[src/hw/rtl/protobuf_record_field_parser_macros.svh]
// Assertion macros for the protobuf record field parser.
`ifndef PROTOBUF_RECORD_FIELD_PARSER_MACROS_SVH
`define PROTOBUF_RECORD_FIELD_PARSER_MACROS_SVH

`ifndef SYNTHESIS

// Checked on every clock edge outside reset.
`define PBF_ASSERT(lbl, prop) \
  lbl: assert property (@(posedge clk) disable iff (!rst_n) prop) \
    else $error("pbf assertion failed");

// Checked only at the clock edge at which rst_n is first sampled high after reset.
`define PBF_ASSERT_POST_RST(lbl, prop) \
  lbl: assert property (@(posedge clk) $rose(rst_n) |-> prop) \
    else $error("pbf reset assertion failed");

`else

`define PBF_ASSERT(lbl, prop)
`define PBF_ASSERT_POST_RST(lbl, prop)

`endif

`endif

[src/hw/rtl/pbf_pkg.sv]
// Shared types and constants for the protobuf record field parser.
`default_nettype none

package pbf_pkg;

  typedef enum logic [2:0] {
    PH_TAG,
    PH_LEN,
    PH_VAL,
    PH_PAY,
    PH_ERR
  } pbf_phase_t;

  typedef enum logic [1:0] {
    TGT_NONE,
    TGT_VALUE,
    TGT_SIG,
    TGT_KEY
  } pbf_tgt_t;

  typedef enum logic [2:0] {
    FLD_OTHER,
    FLD_VALUE,
    FLD_SIG,
    FLD_SEQ,
    FLD_KEY,
    FLD_VALIDITY
  } pbf_fld_t;

  localparam logic [2:0] WT_VARINT = 3'd0;
  localparam logic [2:0] WT_LEN    = 3'd2;

  localparam logic [3:0] VARINT_MAX_BYTES = 4'd10;
  localparam logic [5:0] VARINT_DIGIT_BITS = 6'd7;

  localparam logic [31:0] FN_VALUE    = 32'd1;
  localparam logic [31:0] FN_SIG      = 32'd2;
  localparam logic [31:0] FN_SEQ      = 32'd4;
  localparam logic [31:0] FN_KEY      = 32'd5;
  localparam logic [31:0] FN_VALIDITY = 32'd6;

  localparam logic [1:0] KIND_VALUE = 2'd0;
  localparam logic [1:0] KIND_SIG   = 2'd1;
  localparam logic [1:0] KIND_KEY   = 2'd2;

  typedef struct packed {
    logic        payload_valid;
    logic [1:0]  field_kind;
    logic [7:0]  data_byte;
    logic [7:0]  byte_index;
    logic        record_done;
    logic        parse_ok;
    logic [63:0] sequence_number;
    logic [63:0] validity_time;
    logic [7:0]  value_length;
    logic [7:0]  signature_length;
    logic [7:0]  key_length;
  } pbf_result_t;

endpackage

`default_nettype wire

[src/hw/rtl/pbf_parse_core.sv]
// Parser state and per-byte next-state logic: varint decode, field dispatch, capture.
`default_nettype none

module pbf_parse_core #(
  parameter int VALUE_CAPACITY     = 256,
  parameter int SIGNATURE_CAPACITY = 256,
  parameter int KEY_CAPACITY       = 256
) (
  input  wire logic               clk,
  input  wire logic               rst_n,
  input  wire logic               go,
  input  wire logic [7:0]         in_byte,
  input  wire logic               eob,
  output logic                    res_valid,
  output pbf_pkg::pbf_result_t    res
);

  localparam logic [8:0] VALUE_CAP = 9'(VALUE_CAPACITY);
  localparam logic [8:0] SIG_CAP   = 9'(SIGNATURE_CAPACITY);
  localparam logic [8:0] KEY_CAP   = 9'(KEY_CAPACITY);

  pbf_pkg::pbf_phase_t phase_r, phase_nxt;
  logic [63:0]         acc_r, acc_nxt;
  logic [3:0]          cnt_r, cnt_nxt;
  pbf_pkg::pbf_fld_t   fld_r, fld_nxt;
  logic [63:0]         left_r, left_nxt;
  pbf_pkg::pbf_tgt_t   tgt_r, tgt_nxt;
  logic [7:0]          idx_r, idx_nxt;
  logic                err_r, err_nxt;
  logic [63:0]         seq_r, seq_nxt;
  logic [63:0]         valt_r, valt_nxt;
  logic [7:0]          vlen_r, vlen_nxt;
  logic [7:0]          slen_r, slen_nxt;
  logic [7:0]          klen_r, klen_nxt;

  logic [5:0]  shamt;
  logic [63:0] digit;
  logic [63:0] acc_f;
  logic [3:0]  cnt_inc;
  logic [63:0] left_dec;
  logic        len_small;
  logic [1:0]  kind;

  function automatic pbf_pkg::pbf_fld_t fld_decode(input logic [31:0] num);
    pbf_pkg::pbf_fld_t f;
    case (num)
      pbf_pkg::FN_VALUE:    f = pbf_pkg::FLD_VALUE;
      pbf_pkg::FN_SIG:      f = pbf_pkg::FLD_SIG;
      pbf_pkg::FN_SEQ:      f = pbf_pkg::FLD_SEQ;
      pbf_pkg::FN_KEY:      f = pbf_pkg::FLD_KEY;
      pbf_pkg::FN_VALIDITY: f = pbf_pkg::FLD_VALIDITY;
      default:              f = pbf_pkg::FLD_OTHER;
    endcase
    return f;
  endfunction

  assign shamt     = 6'({2'b00, cnt_r} * pbf_pkg::VARINT_DIGIT_BITS);
  assign digit     = {57'b0, in_byte[6:0]} << shamt;
  assign acc_f     = acc_r | digit;
  assign cnt_inc   = cnt_r + 4'd1;
  assign left_dec  = left_r - 64'd1;
  assign len_small = (acc_f[63:9] == '0);

  always_comb begin
    case (tgt_r)
      pbf_pkg::TGT_SIG: kind = pbf_pkg::KIND_SIG;
      pbf_pkg::TGT_KEY: kind = pbf_pkg::KIND_KEY;
      default:          kind = pbf_pkg::KIND_VALUE;
    endcase
  end

  always_comb begin
    phase_nxt = phase_r;
    acc_nxt   = acc_r;
    cnt_nxt   = cnt_r;
    fld_nxt   = fld_r;
    left_nxt  = left_r;
    tgt_nxt   = tgt_r;
    idx_nxt   = idx_r;
    err_nxt   = err_r;
    seq_nxt   = seq_r;
    valt_nxt  = valt_r;
    vlen_nxt  = vlen_r;
    slen_nxt  = slen_r;
    klen_nxt  = klen_r;
    res       = '0;

    case (phase_r)
      pbf_pkg::PH_TAG, pbf_pkg::PH_LEN, pbf_pkg::PH_VAL: begin
        if (in_byte[7]) begin
          acc_nxt = acc_f;
          cnt_nxt = cnt_inc;
          if (cnt_inc >= pbf_pkg::VARINT_MAX_BYTES) begin
            err_nxt   = 1'b1;
            phase_nxt = pbf_pkg::PH_ERR;
          end
        end else begin
          acc_nxt = '0;
          cnt_nxt = '0;
          case (phase_r)
            pbf_pkg::PH_TAG: begin
              fld_nxt = fld_decode(acc_f[34:3]);
              if (acc_f[2:0] == pbf_pkg::WT_LEN) begin
                phase_nxt = pbf_pkg::PH_LEN;
              end else if (acc_f[2:0] == pbf_pkg::WT_VARINT) begin
                phase_nxt = pbf_pkg::PH_VAL;
              end else begin
                phase_nxt = pbf_pkg::PH_ERR;
                err_nxt   = 1'b1;
              end
            end
            pbf_pkg::PH_LEN: begin
              tgt_nxt  = pbf_pkg::TGT_NONE;
              idx_nxt  = '0;
              left_nxt = acc_f;
              case (fld_r)
                pbf_pkg::FLD_VALUE: begin
                  if (len_small && (acc_f[8:0] < VALUE_CAP)) begin
                    tgt_nxt  = pbf_pkg::TGT_VALUE;
                    vlen_nxt = acc_f[7:0];
                  end
                end
                pbf_pkg::FLD_SIG: begin
                  if (len_small && (acc_f[8:0] < SIG_CAP)) begin
                    tgt_nxt  = pbf_pkg::TGT_SIG;
                    slen_nxt = acc_f[7:0];
                  end
                end
                pbf_pkg::FLD_KEY: begin
                  if (len_small && (acc_f[8:0] < KEY_CAP)) begin
                    tgt_nxt  = pbf_pkg::TGT_KEY;
                    klen_nxt = acc_f[7:0];
                  end
                end
                default: ;
              endcase
              if (acc_f == '0) begin
                phase_nxt = pbf_pkg::PH_TAG;
                tgt_nxt   = pbf_pkg::TGT_NONE;
              end else begin
                phase_nxt = pbf_pkg::PH_PAY;
              end
            end
            default: begin
              if (fld_r == pbf_pkg::FLD_SEQ) begin
                seq_nxt = acc_f;
              end else if (fld_r == pbf_pkg::FLD_VALIDITY) begin
                valt_nxt = acc_f;
              end
              phase_nxt = pbf_pkg::PH_TAG;
            end
          endcase
        end
      end
      pbf_pkg::PH_PAY: begin
        if (tgt_r != pbf_pkg::TGT_NONE) begin
          res.payload_valid = 1'b1;
          res.field_kind    = kind;
          res.data_byte     = in_byte;
          res.byte_index    = idx_r;
          idx_nxt           = idx_r + 8'd1;
        end
        left_nxt = left_dec;
        if (left_dec == '0) begin
          tgt_nxt   = pbf_pkg::TGT_NONE;
          phase_nxt = pbf_pkg::PH_TAG;
          acc_nxt   = '0;
          cnt_nxt   = '0;
        end
      end
      default: ;
    endcase

    res_valid = res.payload_valid | eob;

    if (eob) begin
      res.record_done      = 1'b1;
      res.parse_ok         = !err_nxt && (phase_nxt == pbf_pkg::PH_TAG) &&
                             (cnt_nxt == '0) && (acc_nxt == '0);
      res.sequence_number  = seq_nxt;
      res.validity_time    = valt_nxt;
      res.value_length     = vlen_nxt;
      res.signature_length = slen_nxt;
      res.key_length       = klen_nxt;
      phase_nxt = pbf_pkg::PH_TAG;
      acc_nxt   = '0;
      cnt_nxt   = '0;
      fld_nxt   = pbf_pkg::FLD_OTHER;
      left_nxt  = '0;
      tgt_nxt   = pbf_pkg::TGT_NONE;
      idx_nxt   = '0;
      err_nxt   = 1'b0;
      seq_nxt   = '0;
      valt_nxt  = '0;
      vlen_nxt  = '0;
      slen_nxt  = '0;
      klen_nxt  = '0;
    end
  end

  always_ff @(posedge clk) begin
    if (!rst_n) begin
      phase_r <= pbf_pkg::PH_TAG;
      acc_r   <= '0;
      cnt_r   <= '0;
      fld_r   <= pbf_pkg::FLD_OTHER;
      left_r  <= '0;
      tgt_r   <= pbf_pkg::TGT_NONE;
      idx_r   <= '0;
      err_r   <= 1'b0;
      seq_r   <= '0;
      valt_r  <= '0;
      vlen_r  <= '0;
      slen_r  <= '0;
      klen_r  <= '0;
    end else if (go) begin
      phase_r <= phase_nxt;
      acc_r   <= acc_nxt;
      cnt_r   <= cnt_nxt;
      fld_r   <= fld_nxt;
      left_r  <= left_nxt;
      tgt_r   <= tgt_nxt;
      idx_r   <= idx_nxt;
      err_r   <= err_nxt;
      seq_r   <= seq_nxt;
      valt_r  <= valt_nxt;
      vlen_r  <= vlen_nxt;
      slen_r  <= slen_nxt;
      klen_r  <= klen_nxt;
    end
  end

endmodule

`default_nettype wire

[src/hw/rtl/pbf_out_reg.sv]
// Result register between the parser core and the output channel.
`default_nettype none

module pbf_out_reg (
  input  wire logic                  clk,
  input  wire logic                  rst_n,
  input  wire logic                  go,
  input  wire logic                  res_valid,
  input  wire pbf_pkg::pbf_result_t  res,
  input  wire logic                  out_ready,
  output logic                       out_free,
  output logic                       out_valid,
  output pbf_pkg::pbf_result_t       out_res
);

  logic                 valid_r, valid_nxt;
  pbf_pkg::pbf_result_t res_r;
  logic                 load;

  assign out_free  = !valid_r || out_ready;
  assign load      = go && res_valid;
  assign out_valid = valid_r;
  assign out_res   = res_r;

  always_comb begin
    if (load) begin
      valid_nxt = 1'b1;
    end else if (out_ready) begin
      valid_nxt = 1'b0;
    end else begin
      valid_nxt = valid_r;
    end
  end

  always_ff @(posedge clk) begin
    if (!rst_n) begin
      valid_r <= 1'b0;
    end else begin
      valid_r <= valid_nxt;
    end
  end

  always_ff @(posedge clk) begin
    if (load) begin
      res_r <= res;
    end
  end

endmodule

`default_nettype wire

[src/hw/rtl/protobuf_record_field_parser.sv]
// Top level of the streaming protobuf record field parser.
//
// Input channel (in_valid/in_ready): one encoded record byte per transfer,
// with in_end_of_buffer marking the final byte of a record.
// Output channel (out_valid/out_ready): a transfer for every captured payload
// byte of fields 1, 2 and 5, and one for the final byte of each record
// (out_record_done) carrying out_parse_ok and the kept varints and lengths.
// Bytes that cause no result leave nothing on the output channel.
// A byte taken on the input waits in the input register until the output
// side is free; then the parser state and the result register take it
// together, and its result transfer follows from the result register.
// Throughput: one byte per cycle while results are taken; the parser state
// updates once per byte in one pass; the varint accumulator loop sets the rate.
// A stalled receiver holds the result register; one more byte waits in the
// input register, after which in_ready drops until the result is taken.
// Reset (rst_n low, synchronous) empties both registers and returns the
// parser to the start of a record. After each final byte the parser also
// returns to that state on its own.
`default_nettype none

module protobuf_record_field_parser #(
  parameter int VALUE_CAPACITY     = 256,
  parameter int SIGNATURE_CAPACITY = 256,
  parameter int KEY_CAPACITY       = 256
) (
  input  wire logic        clk,
  input  wire logic        rst_n,
  input  wire logic        in_valid,
  output logic             in_ready,
  input  wire logic [7:0]  in_byte,
  input  wire logic        in_end_of_buffer,
  output logic             out_valid,
  input  wire logic        out_ready,
  output logic             out_payload_valid,
  output logic [1:0]       out_field_kind,
  output logic [7:0]       out_data_byte,
  output logic [7:0]       out_byte_index,
  output logic             out_record_done,
  output logic             out_parse_ok,
  output logic [63:0]      out_sequence_number,
  output logic [63:0]      out_validity_time,
  output logic [7:0]       out_value_length,
  output logic [7:0]       out_signature_length,
  output logic [7:0]       out_key_length
);

`include "protobuf_record_field_parser_macros.svh"

  logic                 in_vld_r, in_vld_nxt;
  logic [7:0]           in_byte_r;
  logic                 in_eob_r;
  logic                 in_xfer;
  logic                 go;
  logic                 out_free;
  logic                 res_valid;
  pbf_pkg::pbf_result_t res;
  pbf_pkg::pbf_result_t out_res;

  assign go       = in_vld_r && out_free;
  assign in_ready = !in_vld_r || out_free;
  assign in_xfer  = in_valid && in_ready;

  always_comb begin
    if (in_xfer) begin
      in_vld_nxt = 1'b1;
    end else if (go) begin
      in_vld_nxt = 1'b0;
    end else begin
      in_vld_nxt = in_vld_r;
    end
  end

  always_ff @(posedge clk) begin
    if (!rst_n) begin
      in_vld_r <= 1'b0;
    end else begin
      in_vld_r <= in_vld_nxt;
    end
  end

  always_ff @(posedge clk) begin
    if (in_xfer) begin
      in_byte_r <= in_byte;
      in_eob_r  <= in_end_of_buffer;
    end
  end

  pbf_parse_core #(
    .VALUE_CAPACITY     (VALUE_CAPACITY),
    .SIGNATURE_CAPACITY (SIGNATURE_CAPACITY),
    .KEY_CAPACITY       (KEY_CAPACITY)
  ) u_core (
    .clk       (clk),
    .rst_n     (rst_n),
    .go        (go),
    .in_byte   (in_byte_r),
    .eob       (in_eob_r),
    .res_valid (res_valid),
    .res       (res)
  );

  pbf_out_reg u_out (
    .clk       (clk),
    .rst_n     (rst_n),
    .go        (go),
    .res_valid (res_valid),
    .res       (res),
    .out_ready (out_ready),
    .out_free  (out_free),
    .out_valid (out_valid),
    .out_res   (out_res)
  );

  assign out_payload_valid    = out_res.payload_valid;
  assign out_field_kind       = out_res.field_kind;
  assign out_data_byte        = out_res.data_byte;
  assign out_byte_index       = out_res.byte_index;
  assign out_record_done      = out_res.record_done;
  assign out_parse_ok         = out_res.parse_ok;
  assign out_sequence_number  = out_res.sequence_number;
  assign out_validity_time    = out_res.validity_time;
  assign out_value_length     = out_res.value_length;
  assign out_signature_length = out_res.signature_length;
  assign out_key_length       = out_res.key_length;

  `PBF_ASSERT(a_result_has_cause, out_valid |-> (out_payload_valid || out_record_done))
  `PBF_ASSERT(a_no_payload_clean, (out_valid && !out_payload_valid) |-> (out_data_byte == 8'd0 && out_byte_index == 8'd0 && out_field_kind == pbf_pkg::KIND_VALUE))
  `PBF_ASSERT(a_summary_only_done, (out_valid && !out_record_done) |-> (!out_parse_ok && out_sequence_number == 64'd0 && out_validity_time == 64'd0))
  `PBF_ASSERT(a_ready_when_out_empty, !out_valid |-> in_ready)
  `PBF_ASSERT_POST_RST(a_reset_empties, !out_valid && in_ready)

endmodule

`default_nettype wire
[config.mk]
export PLATFORM = sky130hd
export DESIGN_NAME = protobuf_record_field_parser
export DESIGN_NICKNAME = d
export VERILOG_FILES = /design/src/hw/rtl/pbf_pkg.sv /design/src/hw/rtl/pbf_parse_core.sv /design/src/hw/rtl/pbf_out_reg.sv /design/src/hw/rtl/protobuf_record_field_parser.sv
export VERILOG_INCLUDE_DIRS = /design/src /design/src/hw/rtl
export SDC_FILE = /design/constraint.sdc
export NUM_CORES = 1
export LEC_CHECK = 0
export BUFFER_PORTS_ARGS = -buffer_cell sky130_fd_sc_hd__buf_2
export CORE_MARGIN = 10
export CORE_UTILIZATION = 40
export DETAILED_ROUTE_END_ITERATION = 10
export MAX_ROUTING_LAYER = met4
export PLACE_DENSITY_LB_ADDON = 0.2
export SYNTH_ARGS = -nofsm -noshare
export SYNTH_HDL_FRONTEND = slang
export SYNTH_SLANG_ARGS = --single-unit
export TNS_END_PERCENT = 1
[constraint.sdc]
create_clock -name clk -period 28 [get_ports clk]
set_clock_uncertainty 0.2 [all_clocks]
set_input_delay 0 -clock clk [delete_from_list [all_inputs] [get_ports clk]]
set_output_delay 0 -clock clk [all_outputs]
set_load 0.02 [all_outputs]
# == After elaboration in Yosys (flattened, before gate mapping) ==
# Cells that the tools add are included.
# totals
word_cells,176
out_inout_bits,175
ff_bits,485
n_memories,0
romBits,0
in_bits,13
ramBits,0
latch_bits,0
# op_classes
div_mod_pow,0
n_mul,1
bitwise_logic,2
eq_ne,21
shifts,1
reduce_logical,33
magnitude_cmp,2
mux,85
n_addsub,3
# op_table
operator,n
64-bit 2-to-1 mux,17
64-bit one-hot mux with 2 select lines,2
64-bit zero test,3
8-bit 2-to-1 mux,22
154-bit 2-to-1 mux,1
32-bit by 3-bit == test with 1-bit output (second input constant),3
64-bit bitwise OR,1
7-bit by 6-bit left shift with 64-bit output,1
64-bit by 1-bit subtractor with 64-bit output (second input constant),1
55-bit zero test,1
19-bit 2-to-1 mux,2
32-bit by 1-bit == test with 1-bit output (second input constant),1
32-bit by 2-bit == test with 1-bit output (second input constant),1
3-bit 2-to-1 mux,10
2-bit 2-to-1 mux,8
8-bit one-hot mux with 2 select lines,1
3-bit by 2-bit == test with 1-bit output (second input constant),5
3-bit one-hot mux with 5 select lines,1
1-bit 2-to-1 mux,12
4-bit 2-to-1 mux,3
3-bit one-hot mux with 2 select lines,2
5-bit AND reduction,2
2-bit nonzero test,5
3-bit zero test,3
24 further kinds,40

# == Depth between registers and ports, before layout ==
# Gate-level depths: netlist of the first run.
# depth
depth_word,14
mapped_depth,17
depth_no_buf,14

# == Hierarchy ==
# A second synthesis of the first run with hierarchy kept.
# hier_totals
hier_cells,2567
hier_area_um2,23922.9
# by_module_without_submodules
mod,n_inst,cells_per_inst,seq_area_each_um2,area_each_um2
pbf_parse_core,1,2374,6025.8,18340.1
pbf_out_reg,1,178,5215.0,5247.5
protobuf_record_field_parser,1,15,290.3,335.3

# == Worst setup path before layout of the first run ==
# No wires, ideal clock.
# synth_path
path_kind,reg2reg
start,register u_core.phase_r[1]
end,"register u_out.res_r (netlist bit u_out.out_res[0]), enable pin"
t_arrival_ps,8289
setup_ps,709
setup_slack_ps,18802
path_stages_with_launch,6
t_required_ps,27091
n_path_buf,1
synth_period_minus_slack_ps,9198
path_cell_list,dfxtp_1 > clkbuf_1 > nand3_1 > nor2_1 > nor2_1 > nor2_1
# synth_between
elab_chain_len,4
# synth_lines
item,line_no,source
start: declaration,pbf_parse_core.sv:22,"pbf_pkg::pbf_phase_t phase_r, phase_nxt;"
start signal: assignment,pbf_parse_core.sv:203,phase_r <= pbf_pkg::PH_TAG;
start signal: assignment,pbf_parse_core.sv:217,phase_r <= phase_nxt;
3-bit by 2-bit == test with 1-bit output,pbf_parse_core.sv:88,case (phase_r)
19-bit 2-to-1 mux,pbf_parse_core.sv:88,
1-bit bitwise OR,pbf_parse_core.sv:174,res_valid = res.payload_valid | eob;
1-bit logical AND,pbf_out_reg.sv:21,assign load = go && res_valid;
net u_out.load,pbf_out_reg.sv:18,logic load;
end signal: assignment,pbf_out_reg.sv:45,res_r <= res;
end: declaration,pbf_out_reg.sv:17,pbf_pkg::pbf_result_t res_r;
# The timed path passes the listed nets, and every way through them passes these cells.
# A chain may end at the register's enable or synchronous reset.

# == Final worst setup path of the first run ==
# layout_path
start,register u_core.cnt_r[0]
end,register u_out.res_r (netlist bit u_out.out_res[22]) (data pin)
# layout_between
elab_chain_len,10
word_cells_on_any_way,11
cone_classes,1 x mul; 1 x order compare; 1 x shift; 5 x mux; 1 x bitwise; 2 x reduce/logical
# layout_lines
item,line_no,source
start: declaration,pbf_parse_core.sv:24,"logic [3:0] cnt_r, cnt_nxt;"
start signal: assignment,pbf_parse_core.sv:219,cnt_r <= cnt_nxt;
4-bit by 3-bit multiplier with 6-bit output *,pbf_parse_core.sv:57,"assign shamt = 6'({2'b00, cnt_r} * pbf_pkg::VARINT_DIGIT_BITS);"
7-bit by 6-bit left shift with 64-bit output *,pbf_parse_core.sv:58,"assign digit = {57'b0, in_byte[6:0]} << shamt;"
64-bit bitwise OR *,pbf_parse_core.sv:59,assign acc_f = acc_r | digit;
9-bit < comparator / 55-bit zero test (equally long branches),"pbf_parse_core.sv:118, pbf_parse_core.sv:62",
1-bit logical AND,pbf_parse_core.sv:118,if (len_small && (acc_f[8:0] < VALUE_CAP)) begin
8-bit 2-to-1 mux *,pbf_parse_core.sv:118,
8-bit 2-to-1 mux *,pbf_parse_core.sv:116,case (fld_r)
8-bit 2-to-1 mux *,pbf_parse_core.sv:100,case (phase_r)
8-bit 2-to-1 mux *,pbf_parse_core.sv:90,if (in_byte[7]) begin
8-bit 2-to-1 mux *,pbf_parse_core.sv:88,
# Every way passes the cells marked *; elsewhere a longest branch is shown, timed or not.

==> results.cfg, run 1 <==
[status]
status = complete, no violations

[synthesis]
ys_seq_area_share_pct = 47.6
yosys_warnings = 0
synthFlopType = dfxtp_1
synth_edf_count = 182
synthesis.nets = 2642
synth-seq-cells = 485
synth_area_leaders = dfxtp_1 25%, edfxtp_1 23%, nor2_1 4.6%
synthArstFlopShare_pct = 0
synth.avg_cell_area_um2 = 9.27
yosysTopAreaCell = dfxtp_1
synth_top_area_share_pct = 25.0
syn-cell-area_um2 = 24200
syn-instance-count = 2615
synth_cell_types = 88

[die]
placementRows = 90
ios = 188
fp.dieArea_um2 = 70800
initial_core_util_pct = 40.3
fp.dieW_um = 266
coreArea_um2 = 60100
die_y_um = 266

[placed_design]
portBuffers = 187
post-dp-hpwl_mm = 60.3
place.gp.congestion = 0.966

[worst_setup_path]
crit_path_top_delay_cell = nand4_1
cp-endpoint = u_out.out_res[22]
timing.rr.end = u_out.out_res[22]
critical_path_buf_inv_count = 4
cp-end-kind = flip-flop
crit_required_ns = 28.13
reg2reg_slack_ns = 21.05
reg2regPathDepth = 15
worstPathArrival_ns = 7.07
worstPathMaxFanout = 32
cp_top_family = simple AND/OR/NAND/NOR gates
start_kind = flip-flop
critPathMaxStageDelay_ns = 1.05
path_cells = buf_4 -> fa_1 -> ha_1 -> inv_1 -> fa_1 -> inv_1 -> or3_1 -> o31ai_1 -> buf_4 -> a221oi_1 -> nand4_1 -> nor4_2 -> nand4_1 -> a21oi_1 -> nor2_1
r2r_start = u_core.cnt_r[0]
path_class = flip-flop to flip-flop
cp_num_cells = 15
crit_start = u_core.cnt_r[0]

[sta]
slew_violations = 0
hold_viol = 0
fin_crit_sh_pct = 24.8
rsz0062_at_grt = no
worst_pin_slew_ns = 1.21
finalSetupViolCount = 0
post-route-min-period_ns = 6.95
slew_headroom_pct = 19.1
holdWs_ns = 0.124
clock.fmax_ghz = 0.144
tns_ns = 0

[power]
pwr_density_cell_nw_per_um2 = 54.5
peakVddDrop_mv = 0.0409
p_leak_nw = 9.85

[final_layout]
drive_gt1_share_pct = 14.6
n_fill_cell = 5778
syn2layout_area_growth_pct = 13.8
final_nets = 2732

[cts]
cts.clk_slew.worst_paths_ns = 0.06
max-clock-path-buffers = 3
clkSinkCount = 485
post_cts_buffers = 0
post_cts_resized = 0
cts_tree = done
cts-root-buf = clkbuf_16
cts_buffers = 52
clkLatencyLatePin_ns = 0.61
htreeDepth = 2

[global_route]
gr-usage-met3_pct = 3.81
antenna_found_initial = 3
grt_pass1_vias = 20200
grt_use_total_pct = 24.4
gr-usage-met1_pct = 31.9
grt_pass1_wl_mm = 131
grtUsageMet2_pct = 39.0
grt-ovfl-total = 0
grt_max_degree = 120
busiest_layer = met2

[worst_hold_path]
min_path_type = input port to flip-flop

[routing]
num_vias = 21200
ant_nets = 0
routed_wl_mm = 86.1
route.detailed.drc = 0
first_pass_iters = 6
drt_iter0_drc = 2057
avgRoutedWirePerCell_um = 24.4
vias_per_cell = 5.99

[job]
max_cap_violations = 0
==> kinds of logic (layout without fill, tap and decap cells) <==
| logic type | after synthesis | in the layout | synth area share, % |
|---|---|---|---|
| AND/OR/NAND/NOR | 1053 | 1053 | 22.3 |
| AO/OA/AOI/OAI | 753 | 753 | 22.0 |
| flip-flops | 485 | 485 | 47.6 |
| buffers and inverters | 230 | 363 | 3.93 |
| XOR/XNOR | 45 | 45 | 1.63 |
| multiplexers | 35 | 35 | 1.76 |
| adder cells (fa/ha/maj) | 14 | 14 | 0.847 |
| other | 0 | 5 | 0 |
==> placed cells by master (no fill, tap or decap), types with 19 or more instances in the layout <==
cell,n
mux2i_1,19
xnor2_1,26
nor3_1,57
a21boi_0,44
nor2b_1,86
nand4_1,32
o211ai_1,21
inv_1,22
clkbuf_16,53
nor4_1,48
dfxtp_1,303
a22oi_1,70
a211oi_1,132
a21oi_1,88
a31oi_1,29
nand2_1,232
nor2_1,290
buf_4,32
edfxtp_1,182
buf_2,186
xor2_1,19
o21ai_0,183
and2_1,130
dlygate4sd3_1,25
o2bb2ai_2,30
nand3_1,39
==> report_power, final <==
group	leakage, nW	internal, mW	switching (mW)
clock network	0.842	0.394	0.290
logic	4.74	0.0206	0.0592
registers	4.27	0.735	0.00391
total	9.85	1.15	0.353
==> repair_timing <==
action                                 in CTS  in global routing
endpoints found under the hold margin      46                  0
hold buffers                               25                  0
setup endpoints to repair                   0                  0
==> sequential cells by signal, indices dropped and copies added, names as in the netlist, 2 cells and up <==
signal / flops
u_core.klen_r: 8
u_core.phase_r: 3
u_core.fld_r: 3
u_core.valt_r: 64
in_byte_r: 8
u_core.slen_r: 8
u_core.cnt_r: 4
u_out.out_res: 173
u_core.acc_r: 64
u_core.vlen_r: 8
u_core.idx_r: 8
u_core.tgt_r: 2
u_core.seq_r: 64
u_core.left_r: 64
==> worst min-delay path: stages <==
cell           delay, ns
dlygate4sd3_1       0.53
buf_4               0.22
o21a_1              0.13
==> cells in the mapped netlist, types with 11 or more instances <==
library cell  count
a211oi_1        132
a21boi_0         44
a21o_1           15
a21oi_1          88
a22o_1           14
a22oi_1          70
a31oi_1          30
a32oi_1          15
and2_1          130
and3_1           14
buf_2            20
clkbuf_1        175
dfxtp_1         303
edfxtp_1        182
inv_1            23
mux2i_1          19
nand2_1         236
nand2b_1         14
nand3_1          40
nand4_1          32
nor2_1          297
nor2b_1          86
nor3_1           58
nor4_1           48
o211ai_1         21
o21ai_0         184
o2bb2ai_1        17
o2bb2ai_2        30
or2_2            11
or3_1            17
or4_1            13
xnor2_1          26
xor2_1           19
==> area by class of cell <==
cell class	instances	area (um^2)	share of cell area (%)
well taps	782	978	3.55
clock buffers	71	1500	5.46
multi-input cells	1900	11800	43.0
repair buffers	243	1420	5.16
diodes	5	12.5	0.0454
inverters	23	88.8	0.322
clock inverters	26	188	0.681
flip-flops and latches	485	11500	41.8
==> worst min path at each step <==
stage / from / to / cells after the start
global placement: in_byte[7] / in_byte_r[7] / 1
global route: rst_n / u_core.cnt_r[2] / 3
finish: rst_n / u_core.cnt_r[2] / 3
floorplan: in_byte[0] / in_byte_r[0] / 0
CTS: rst_n / u_core.cnt_r[2] / 3
detailed placement: in_byte[7] / in_byte_r[7] / 1
==> per-stage QoR <==
step	power [mW]	instance area (um^2)	worst slack (ns)	instances	utilization (%)
floorplan	0.803	24200	18.80	2615	-
global placement	0.831	25600	21.24	3408	42.6
detailed placement	0.831	25600	21.07	3408	42.6
CTS	1.51	27600	21.04	3530	45.8
global route	1.55	27600	20.47	3531	45.8
finish	1.50	27600	21.05	3535	45.8
==> routing by layer <==
metal	vias to the layer above	wire length (um)
met1	10500	37800
met4	0	2260
met2	747	40500
met3	145	5540
met5	-	0
li1	9785	-
Note: power is estimated with default switching activity, not from simulation.
==> run 2, diff against run 1 <==
==> constraint.sdc (replaced) <==
create_clock -name clk -period 6.57 [get_ports clk]
set_clock_uncertainty 0.2 [all_clocks]
set_input_delay 0 -clock clk [delete_from_list [all_inputs] [get_ports clk]]
set_output_delay 0 -clock clk [all_outputs]
set_load 0.02 [all_outputs]
==> run 2 against run 1 <==
- clock power rose to 4.4 times the previous value
- maximum frequency up 14%
- power rose to 4.3 times the previous value
- combinational power rose to 4.3 times the previous value
- critical endpoint is now u_core.klen_r[4]
- hold slack worse by 0.0011 ns
- critical path depth up 1
==> results.cfg, run 2 (synthesized netlist as in run 1, its figures left out) <==
[power]
seqPwrFrac_pct = 48.4
pwr-share-comb_pct = 5.3
pwr_density_cell_nw_per_um2 = 233
peakVddDrop_mv = 0.174
p_leak_nw = 10.0
p_clk_share_pct = 46.3
netSwitchingFraction_pct = 23.8
internal-power_mw = 4.96
p_sw_mw = 1.55

[final_layout]
final_common_cell = dfxtp_1
stdcell_count = 3566
drive_gt1_share_pct = 15.7
final_nets = 2766
syn2layout_area_growth_pct = 15.0
n_fill_cell = 5767
mostFrequentLayoutCells = 303 x dfxtp_1, 293 x nor2_1, 233 x nand2_1
largest_reg_flops = 173

[routing]
vias_per_cell = 5.97
num_vias = 21300
first_pass_iters = 8
avgRoutedWirePerCell_um = 24.1
drt_iter0_drc = 2275
ant_nets = 0
routed_wl_mm = 86.0
route.detailed.drc = 0

[job]
max_cap_violations = 0

[cts]
post_cts_buffers = 0
cts_buffers = 53
cts-root-buf = clkbuf_16
htreeDepth = 2
cts_hold_buffers = 25
cts.clk_slew.worst_paths_ns = 0.06
post_cts_resized = 0
clkLatencyLatePin_ns = 0.62
max-clock-path-buffers = 3
clkSinkCount = 485
cts_tree = done

[worst_setup_path]
path_class = flip-flop to flip-flop
worstPathMaxFanout = 31
start_kind = flip-flop
cp-end-kind = flip-flop
crit_required_ns = 6.87
worstPathArrival_ns = 6.42

[die]
fp.dieW_um = 266
fp.dieArea_um2 = 70800
initial_core_util_pct = 40.3
ios = 188
coreArea_um2 = 60100
die_y_um = 266
placementRows = 90

[sta]
slew_violations = 0
hold_viol = 0
worst_pin_slew_ns = 1.23
holdWs_ns = 0.123
tns_ns = 0
rsz0062_at_grt = no
post-route-min-period_ns = 6.11
clock.fmax_ghz = 0.164
finalSetupViolCount = 0
fin_crit_sh_pct = 93.1
slew_headroom_pct = 17.3

[placed_design]
dp.cells = 3441
place.gp.congestion = 1.01
post-dp-hpwl_mm = 60.3
portBuffers = 187

[worst_hold_path]
min_path_type = input port to flip-flop

[status]
status = complete, no violations

[global_route]
grt_max_degree = 122
grt_pass1_wl_mm = 131
antenna_found_initial = 4
grt_use_total_pct = 24.4
grt-ovfl-total = 0
grt_pass1_vias = 20300
-- run 2: cell types whose count changed in the layout (fill, tap and decap cells not counted), sizes merged --
cell and delta:
bufinv +1, inv +1, buf +33, clkinvlp +2
clkinv -4, clkbuf +2, diode -4
-- run 2: stage by stage --
stage / power, mW / utilization (%) / cell area (um^2) / setup WS [ns]
floorplan: 3.42 / - / 24200 / 0.305
global placement: 3.54 / 43.0 / 25900 / 0.713
detailed placement: 3.54 / 43.0 / 25900 / 0.561
CTS: 6.55 / 46.3 / 27900 / 0.536
global route: 6.70 / 46.3 / 27900 / 0.0196
finish: 6.50 / 46.3 / 27900 / 0.456
-- run 2: area by class of cell --
class	count	area, um^2	share of cell area (%)
multi-input combinational	1900	11800	42.5
sequential	485	11500	41.4
timing repair buffer	276	1680	6.03
clock buffer	73	1510	5.41
tap	782	978	3.51
antenna	1	2.50	0.00898
inverter	23	88.8	0.319
clock inverter	26	241	0.867
-- run 2: power groups by stage --
stage	sequential [mW]	combinational [mW]	clock [mW]
floorplan	3.24	0.182	0
global placement	3.21	0.330	0
detailed placement	3.21	0.330	0
CTS	3.15	0.343	3.06
global route	3.15	0.365	3.18
finish	3.15	0.345	3.01
-- run 2: metal layers --
layer	up-vias	part of all wire [%]	global-route usage, %	wire length [um]
met2	761	47	38.2	40200
li1	9876	-	-	-
met3	132	6.2	3.77	5350
met1	10500	44	32.0	37800
met5	-	0	-	0
met4	0	3.0	7.60	2610
-- run 2: path summary, 6_finish.rpt --
check	slack [ns]	depth (start not counted)	endpoint	startpoint
min	0.12	3	u_core.cnt_r[2]	rst_n
min reg2reg	0.28	2	u_core.vlen_r[5]	u_core.vlen_r[5]
max reg2reg	0.46	16	u_core.klen_r[4]	u_core.cnt_r[0]
max	0.46	16	u_core.klen_r[4]	u_core.cnt_r[0]
-- run 2: worst max-delay path, cell delays in order (launching register included) --
cell and delay, ns:
dfxtp_1 0.35, buf_4 0.33, ha_1 0.33, ha_1 0.27, inv_1 0.08, fa_1 0.58, xor2_1 0.70, nor2_1 0.34
a32o_1 0.37, a21oi_1 0.60, nand3_1 0.24, nor3_2 0.19, buf_4 0.19, and4_1 0.56, o21ai_1 0.32, a22oi_1 0.28
nor2b_1 0.06
==> run 3, diff against run 2 <==
--- a/config.mk
+++ b/config.mk
@@ -11,8 +11,9 @@
 export CORE_UTILIZATION = 40
 export DETAILED_ROUTE_END_ITERATION = 10
 export MAX_ROUTING_LAYER = met4
-export PLACE_DENSITY_LB_ADDON = 0.2
+export PLACE_DENSITY = 0.56
 export SYNTH_ARGS = -nofsm -noshare
 export SYNTH_HDL_FRONTEND = slang
+export SYNTH_HIERARCHICAL = 1
 export SYNTH_SLANG_ARGS = --single-unit
 export TNS_END_PERCENT = 1
==> run 3 against run 2 <==
- setup slack improved by 0.21 ns
- die area fell by 1.2%
- largest power group unchanged
- highest routed layer unchanged
- area after synthesis fell by 1.3%
- critical path type unchanged
- non-clock buffer count rose by 10
- sequential share of layout area rose by 0.16 points
- register-to-register slack improved by 0.21 ns
- combinational power rose by 8.4%
- largest cell class is now registers
==> results.cfg, run 3 <==
[synthesis]
synthFlopType = dfxtp_1
synth_area_leaders = dfxtp_1 25%, edfxtp_1 23%, o211a_1 6.2%
synthArstFlopShare_pct = 0
synth.avg_cell_area_um2 = 9.32
yosysTopAreaCell = dfxtp_1
synth_top_area_share_pct = 25.4
ys_seq_area_share_pct = 48.2
synth_cell_types = 91
synth-seq-cells = 485
syn-instance-count = 2567
yosysMostFrequentCell = nand2_1
synthesis.nets = 2594
yosys_warnings = 6
syn-cell-area_um2 = 23900
synth_edf_count = 182
synth_common_cells = 378 x nand2_1, 303 x dfxtp_1, 198 x o21ai_0

[placed_design]
portBuffers = 187
post-dp-hpwl_mm = 60.4
placed_cell_area_um2 = 25700
place.gp.congestion = 0.972

[final_layout]
final_common_cell = nand2_1
n_fill_cell = 5542
mostFrequentLayoutCells = 377 x nand2_1, 303 x dfxtp_1, 198 x o21ai_0
ff_latch_area_um2 = 11500
multiInputGateArea_um2 = 11500
final_nets = 2723
n_antenna_cell = 0
finalInstanceArea_um2 = 27800
largest_reg_flops = 173
drive_gt1_share_pct = 14.7
syn2layout_area_growth_pct = 16.0

[routing]
drt-met1-wl_mm = 40.1
drt_iter0_drc = 2165
met3_length_mm = 5.61
top_layer = met4
vias_per_cell = 5.98
num_vias = 21000
routed_wl_mm = 88.2
met2_length_mm = 40.6
ant_nets = 0
avgRoutedWirePerCell_um = 25.1
route.detailed.drc = 0
first_pass_iters = 5

[sta]
finalSetupViolCount = 0
clock.fmax_ghz = 0.169
hold_viol = 0
fin_crit_sh_pct = 89.8
worst_pin_slew_ns = 1.24
post-route-min-period_ns = 5.90
tns_ns = 0
slew_violations = 0
slew_headroom_pct = 16.8
rsz0062_at_grt = no

[cts]
htreeDepth = 2
clkSinkCount = 485
cts-root-buf = clkbuf_16
post_cts_resized = 0
cts_tree = done
cts.clk_slew.worst_paths_ns = 0.06
cts_buffers = 54
max-clock-path-buffers = 3
clkLatencyLatePin_ns = 0.63

[die]
die_y_um = 265
ios = 188
fp.dieW_um = 265
coreArea_um2 = 59100
initial_core_util_pct = 40.5
fp.dieArea_um2 = 70000
placementRows = 89

[job]
max_cap_violations = 0

[power]
pwr_density_cell_nw_per_um2 = 240
peakVddDrop_mv = 0.205
p_leak_nw = 11.9

[worst_setup_path]
cp_top_family = simple AND/OR/NAND/NOR gates
path_cells = fa_1 -> ha_1 -> inv_1 -> fa_1 -> nor4bb_1 -> o31ai_1 -> nand2_1 -> o311a_1 -> a2111oi_1 -> nand4_2 -> nor3_4 -> nand3_1 -> o2bb2ai_1
crit_path_top_delay_cell = fa_1
worstPathMaxFanout = 18
crit_required_ns = 6.91
path_class = flip-flop to flip-flop
critPathMaxStageDelay_ns = 0.84
worstPathArrival_ns = 6.24
start_kind = flip-flop
critical_path_buf_inv_count = 1
cp-end-kind = flip-flop
cpMostUsedCell = fa_1

[global_route]
grt_pass1_vias = 19600
grt_pass1_wl_mm = 132
grt_max_degree = 94
grt-ovfl-total = 0
grt_use_total_pct = 25.1
antenna_found_initial = 4

[status]
status = complete, no violations

[worst_hold_path]
min_path_type = input port to flip-flop
run 3: cell families (layout without fill, tap and decap cells):
family / Yosys count / in the layout / share of synthesized area [%]
AOI/OAI and AO/OA: 766 / 766 / 23.0
adders and majority gates: 14 / 14 / 0.858
xor gates and xnor gates: 43 / 43 / 1.57
and+or+nand+nor: 998 / 998 / 21.3
DFF: 485 / 485 / 48.2
muxes: 21 / 21 / 1.08
buffers and inverters: 240 / 415 / 3.97
run 3: path summary, 6_finish.rpt:
check	start	to	slack [ns]	cells after the start
setup / recovery	u_core/cnt_r[0]	u_core/klen_r[5]	0.67	13
hold / removal	in_valid	in_byte_r[7]	0.18	3
setup reg to reg	u_core/cnt_r[0]	u_core/klen_r[5]	0.67	13
hold reg to reg	u_core/klen_r[3]	u_core/klen_r[3]	0.27	1
run 3: through the flow:
| stage | util (%) | power [mW] | setup WS, ns | hold WS, ns | std cells |
|---|---|---|---|---|---|
| floorplan | - | 3.43 | 1.16 | -0.101 | 2567 |
| global placement | 43.4 | 3.59 | 0.856 | -0.0216 | 3388 |
| detailed placement | 43.4 | 3.59 | 0.739 | -0.0191 | 3388 |
| CTS | 46.9 | 6.73 | 0.700 | 0.123 | 3515 |
| global route | 46.9 | 6.88 | 0.162 | 0.186 | 3515 |
| finish | 46.9 | 6.67 | 0.669 | 0.179 | 3515 |
run 3: cell type report:
| class | count | share of cell area, % |
|---|---|---|
| inverter | 27 | 0.383 |
| timing repair buffer | 286 | 6.37 |
| sequential | 485 | 41.5 |
| multi-input combinational | 1842 | 41.5 |
| clock inverter | 33 | 1.24 |
| tap | 773 | 3.48 |
| clock buffer | 69 | 5.44 |
run 3: what timing repair did:
action,in CTS,in global routing
hold buffers,25,0
buffers inserted,0,0
endpoints found under the hold margin,61,0
run 3: tightest hold or removal path: cells and delay by family:
family | cells | cell delay (ns)
buffers and inverters | 2 | 0.64
AND/OR/NAND/NOR | 1 | 0.21
run 3: per-layer routing:
| layer | global-route usage, % | vias to the layer above |
|---|---|---|
| met3 | 2.96 | 116 |
| met5 | - | - |
| met1 | 34.7 | 10500 |
| li1 | - | 9656 |
| met2 | 38.9 | 796 |
| met4 | 5.65 | 0 |
run 3: where the power goes:
part	leakage (nW)	total, mW	internal, mW	switching (mW)
registers	4.12	3.16	3.14	0.0201
logic	6.89	0.374	0.101	0.273
clock network	0.912	3.13	1.80	1.33
total	11.9	6.67	5.05	1.62
